## config.mk

```make
export PLATFORM = sky130hd
export DESIGN_NAME = hkv_front_flat
export DESIGN_NICKNAME = d
export VERILOG_FILES = /design/src/design/hkv_pkg.sv /design/src/design/hkv_if.sv /design/src/design/hkv_front.sv /design/src/flat_wrapper.sv
export SDC_FILE = /design/constraint.sdc
export NUM_CORES = 2
export LEC_CHECK = 0
export BUFFER_PORTS_ARGS = -buffer_cell sky130_fd_sc_hd__buf_2
export CORE_MARGIN = 2
export CORE_UTILIZATION = 55
export DETAILED_ROUTE_END_ITERATION = 12
export GPL_ROUTABILITY_DRIVEN = 0
export PLACE_DENSITY = 0.73
export SLEW_MARGIN = 20
export SYNTH_ARGS = -nofsm -noshare
export SYNTH_HDL_FRONTEND = slang
export SYNTH_SLANG_ARGS = --single-unit
```

## constraint.sdc

```tcl
create_clock -name clk -period 7.7 [get_ports clk]
set_clock_uncertainty 0.1 [all_clocks]
set_input_delay 0 -clock clk [delete_from_list [all_inputs] [get_ports clk]]
set_output_delay 0 -clock clk [all_outputs]
set_load 0.005 [all_outputs]
```

## src/design/hkv_pkg.sv

```systemverilog
package hkv_pkg;

    localparam int BUCKET_BITS = 8;
    localparam int WAYS        = 4;
    localparam int KEY_W       = 32;
    localparam int VAL_W       = 64;
    localparam int NBUCKETS    = 1 << BUCKET_BITS;
    localparam int SLOT_W      = KEY_W + VAL_W;
    localparam logic [63:0] HASH_MULT = 64'h61C8864680B583EB;
    localparam int QDEPTH      = 2;

    typedef logic [1:0] opcode_t;
    localparam opcode_t OP_INSERT = 2'd0;
    localparam opcode_t OP_REMOVE = 2'd1;
    localparam opcode_t OP_LOOKUP = 2'd2;
    localparam opcode_t OP_UNUSED = 2'd3;

    typedef logic [BUCKET_BITS-1:0] bucket_t;

    typedef struct packed {
        opcode_t           opcode;
        logic [KEY_W-1:0]  key;
        logic [VAL_W-1:0]  value;
        bucket_t           bucket;
    } req_t;

    typedef struct packed {
        logic              hit;
        logic [VAL_W-1:0]  old_value;
        logic              status;
    } rsp_t;

endpackage

```

## src/design/hkv_if.sv

```systemverilog
interface hkv_req_if;
    import hkv_pkg::*;
    logic             valid;
    logic             ready;
    opcode_t          opcode;
    logic [KEY_W-1:0] key;
    logic [VAL_W-1:0] value;
    modport source (output valid, opcode, key, value, input ready);
    modport sink   (input valid, opcode, key, value, output ready);
endinterface


```

## src/design/hkv_front.sv

```systemverilog
// Hash stage: registers the word with its partial products, then a two-entry queue.
module hkv_front (
    input  logic          clk,
    input  logic          rst_n,
    hkv_req_if.sink       req,
    output hkv_pkg::req_t q_data,
    output logic          q_valid,
    input  logic          q_ready
);
    import hkv_pkg::*;

    // key * HASH_MULT mod 2^64, upper word = hi(key * M_lo) + lo(key * M_hi)
    logic [63:0]      prod_lo;
    logic [31:0]      prod_hi;
    logic [31:0]      hsum;
    opcode_t          stg_op_reg;
    logic [KEY_W-1:0] stg_key_reg;
    logic [VAL_W-1:0] stg_val_reg;
    logic [31:0]      hlo_reg;
    logic [31:0]      hhi_reg;
    req_t             stg_word;
    logic             stg_valid_reg;
    req_t             q_mem_reg [QDEPTH];
    logic             wr_ptr_reg, rd_ptr_reg;
    logic [1:0]       cnt_reg;
    logic             push, pop;

    assign prod_lo = {32'd0, req.key} * {32'd0, HASH_MULT[31:0]};
    assign prod_hi = req.key * HASH_MULT[63:32];
    assign hsum    = hlo_reg + hhi_reg;

    always_comb
    begin
        stg_word.opcode = stg_op_reg;
        stg_word.key    = stg_key_reg;
        stg_word.value  = stg_val_reg;
        stg_word.bucket = hsum[31 -: BUCKET_BITS];
    end

    assign push = stg_valid_reg && (cnt_reg != 2'(QDEPTH));
    assign pop  = q_valid && q_ready;
    assign req.ready = !stg_valid_reg || push;
    assign q_valid = cnt_reg != 2'd0;
    assign q_data  = q_mem_reg[rd_ptr_reg];

    always_ff @(posedge clk or negedge rst_n)
    begin
        if (!rst_n)
        begin
            stg_valid_reg <= 1'b0;
            wr_ptr_reg    <= 1'b0;
            rd_ptr_reg    <= 1'b0;
            cnt_reg       <= 2'd0;
        end
        else
        begin
            if (req.ready)
                stg_valid_reg <= req.valid;
            if (push)
                wr_ptr_reg <= ~wr_ptr_reg;
            if (pop)
                rd_ptr_reg <= ~rd_ptr_reg;
            cnt_reg <= cnt_reg + 2'(push) - 2'(pop);
        end
    end

    always_ff @(posedge clk)
    begin
        if (req.ready && req.valid)
        begin
            stg_op_reg  <= req.opcode;
            stg_key_reg <= req.key;
            stg_val_reg <= req.value;
            hlo_reg     <= prod_lo[63:32];
            hhi_reg     <= prod_hi;
        end
        if (push)
            q_mem_reg[wr_ptr_reg] <= stg_word;
    end

endmodule

```

## src/flat_wrapper.sv

```systemverilog
// flat-port wrapper written by rule: the top's interface ports become plain ports
module hkv_front_flat import hkv_pkg::*;
  (clk, rst_n, q_data, q_valid, q_ready, req_valid, req_opcode, req_key, req_value, req_ready);
  hkv_req_if req_i ();
  input  logic clk;
  input  logic rst_n;
  output hkv_pkg::req_t q_data;
  output logic q_valid;
  input  logic q_ready;
  input wire logic [$bits(req_i.valid)-1:0] req_valid;
  input wire logic [$bits(req_i.opcode)-1:0] req_opcode;
  input wire logic [$bits(req_i.key)-1:0] req_key;
  input wire logic [$bits(req_i.value)-1:0] req_value;
  output wire logic [$bits(req_i.ready)-1:0] req_ready;
  assign req_i.valid = req_valid;
  assign req_i.opcode = req_opcode;
  assign req_i.key = req_key;
  assign req_i.value = req_value;
  assign req_ready = req_i.ready;
  hkv_front u_core (.clk(clk), .rst_n(rst_n), .req(req_i), .q_data(q_data), .q_valid(q_valid), .q_ready(q_ready));
endmodule
```

==> results.json <==
{
  "clk_path_buf_depth": 3,
  "grt_antenna_before_repair": 1,
  "rsz0062_at_grt": "no",
  "synth_area_leaders": "edfxtp_1 (32%), fa_1 (26%), ha_1 (19%), inv_1 (7.9%), mux2_2 (3.5%)",
  "synth.top_cell.area_share": 0.323,
  "rows": 91,
  "cts_setup_buffers": 0,
  "crit_fanout": 6,
  "drtIter0Drc": 1588,
  "core_area_mm2": 0.0618,
  "dr.pass1.iters": 7,
  "yosysSeqAreaShare": 0.327,
  "clkSinkCount": 376,
  "yosysWarnings": 0,
  "drc_errors": 0,
  "tightest_slew_ns": 0.969,
  "syn_to_final_growth_pct": 13.3,
  "whs_path_depth": 2,
  "synth_cell_types": 58,
  "initial_core_util": 0.558,
  "final_area_mm2": 0.0391,
  "grt_max_degree": 72,
  "ys_async_sr_fraction": 0.0133,
  "port_buffers": 209,
  "status": "completed",
  "start_kind": "input port",
  "synth-seq-cells": 376,
  "largest_register_ff_count": 212,
  "h-tree-depth": 2,
  "die_w_um": 254,
  "worstSkewPairLatency_ns": 0.52,
  "critPathRequiredTime_ns": 7.87,
  "grt_pass1_wl_mm": 138,
  "ios": 210,
  "place_area_mm2": 0.0370,
  "fmax_mhz": 135,
  "ant_nets": 0,
  "synth-edff-count": 371,
  "setup_viol": 0,
  "arrival_ns": 7.55,
  "hold_class": "input port to register",
  "clock-root-buffer": "clkbuf_16",
  "gr-total-overflow": 0,
  "relSlewSlack": 0.354,
  "wire_per_inst_um": 22.8,
  "cts_resized": 0,
  "nets": 4242,
  "drive_gt1_frac": 0.138,
  "endpoint_kind": "register",
  "via_count": 22088,
  "vias_per_cell": 5.49,
  "dieArea_mm2": 0.0647,
  "min_period_ns": 7.38,
  "setup.worst_path.class": "input port to register",
  "synth_largest_area_cell": "edfxtp_1",
  "synth_fp_nets": 3854,
  "path_clk_slew_ns": 0.06,
  "cts_buffers": 35,
  "tns_ns": 0,
  "finalHoldViolCount": 0,
  "hold_slack_ns": 0.0593,
  "avgSynthCellArea_um2": 12.4,
  "cts_tree": "done",
  "drv_cap": 0,
  "grt_pass1_vias": 23878,
  "synthFlopType": "edfxtp_1",
  "maxSlewViolCount": 0,
  "post-route-util": 0.632,
  "synth_cells": 2772,
  "min_period_over_period": 0.959,
  "syn_area_mm2": 0.0345,
  "r2r_cells": 10,
  "totalWireLength_mm": 91.8,
  "fillers": 4693,
  "die_y_um": 254,
  "grt_usage": 0.289,
  "dpl.hpwl_mm": 74.6
}
## cells by family (layout without fill, tap and decap cells)
| family | after synthesis | count (layout) | synth area share |
|---|---|---|---|
| other | 0 | 3 | 0 |
| flip-flops | 376 | 376 | 0.327 |
| AND/OR/NAND/NOR | 200 | 200 | 0.0295 |
| buffers and inverters | 747 | 1160 | 0.0816 |
| multiplexers | 106 | 106 | 0.0346 |
| AO/OA/AOI/OAI | 256 | 256 | 0.0466 |
| XOR/XNOR | 107 | 107 | 0.0272 |
| adder cells (fa/ha/maj) | 980 | 980 | 0.454 |
## layout by cell type (no fill, tap or decap), types with 14 or more instances in the layout
| master | Yosys | routed |
|---|---|---|
| a21o_1 | 38 | 38 |
| a21oi_1 | 96 | 96 |
| and2_1 | 17 | 16 |
| buf_2 | 1 | 209 |
| buf_4 | 0 | 61 |
| clkbuf_16 | 0 | 35 |
| dlygate4sd3_1 | 0 | 100 |
| edfxtp_1 | 371 | 371 |
| fa_1 | 451 | 451 |
| ha_1 | 529 | 529 |
| inv_1 | 728 | 728 |
| mux2_2 | 106 | 106 |
| nand2_1 | 61 | 61 |
| nand3_1 | 22 | 22 |
| nand4_1 | 16 | 16 |
| nor2_1 | 28 | 27 |
| o211ai_1 | 14 | 14 |
| o21ai_0 | 44 | 44 |
| xnor2_1 | 63 | 63 |
| xor2_1 | 44 | 44 |
## what timing repair did
| item | in CTS | in global routing |
|---|---|---|
| hold buffers | 100 | 0 |
| endpoints found under the setup margin | 0 | 0 |
| hold endpoints to repair | 105 | 0 |
## critical path: stages
cell and delay, ns:
dlygate4sd3_1 0.52, buf_2 0.28, buf_4 0.25, ha_1 0.52
ha_1 0.33, inv_1 0.08, fa_1 0.46, fa_1 0.53
inv_1 0.06, fa_1 0.58, fa_1 0.43, fa_1 0.50
inv_1 0.06, fa_1 0.47, inv_1 0.05, ha_1 0.40
nand2_1 0.18, nor3_1 0.37, nand3_1 0.15, o22ai_1 0.42
a31oi_1 0.19, a21oi_1 0.21, o31ai_1 0.13, a21oi_1 0.25
xnor2_1 0.09
## per-stage QoR
stage	cells	setup WS, ns
final	4025	0.316
after global routing	4023	0.195
after CTS	4022	0.560
after detailed placement	3860	0.561
after global placement	3860	0.687
after floorplan	2772	1.61
## final cells by class
type	count	area (um2)	area share
Antenna cell	3	7.51	0.000192
Clock buffer	47	941	0.0241
Clock inverter	15	136	0.00349
Inverter	728	2730	0.0700
Multi-Input combinational cell	1649	20400	0.523
Sequential cell	376	11300	0.289
Tap cell	837	1050	0.0268
Timing Repair Buffer	370	2500	0.0641
## cells in the mapped netlist, types with 13 or more instances
cell type and count:
inv_1 728, ha_1 529, fa_1 451, edfxtp_1 371, mux2_2 106, a21oi_1 96
xnor2_1 63, nand2_1 61, o21ai_0 44, xor2_1 44, a21o_1 38, nor2_1 28
nand3_1 22, and2_1 17, clkbuf_1 17, nand4_1 16, o211ai_1 14, and3_1 13
nand2b_1 13
## layer usage
layer  global-route usage  vias to the layer above  wire length, um
li1                     -                     9847                -
met3               0.0535                      238             7480
met1                0.377                    11088            36300
met2                0.477                      915            43500
met4                0.120                        0             4480
met5                    0                        -                0
## worst paths after layout
| check | start | slack [ns] | end |
|---|---|---|---|
| max | req_key[16] | 0.32 | u_core.hlo_reg[30]$_DFFE_PP_ |
| min | req_key[10] | 0.06 | u_core.stg_key_reg[10]$_DFFE_PP_ |
| max reg2reg | u_core.hlo_reg[9]$_DFFE_PP_ | 4.71 | u_core.q_mem_reg[1][7]$_DFFE_PP_ |
| min reg2reg | u_core.stg_val_reg[49]$_DFFE_PP_ | 0.34 | u_core.q_mem_reg[1][57]$_DFFE_PP_ |
| max in group asynchronous | rst_n | 7.00 | u_core.rd_ptr_reg$_DFFE_PN0P_ |
| min in group asynchronous | rst_n | 0.29 | u_core.cnt_reg[0]$_DFF_PN0_ |
Power is left out: the tool's default activity adds up to more than one toggle a clock period on the data nets, which glitch-free logic cannot reach.
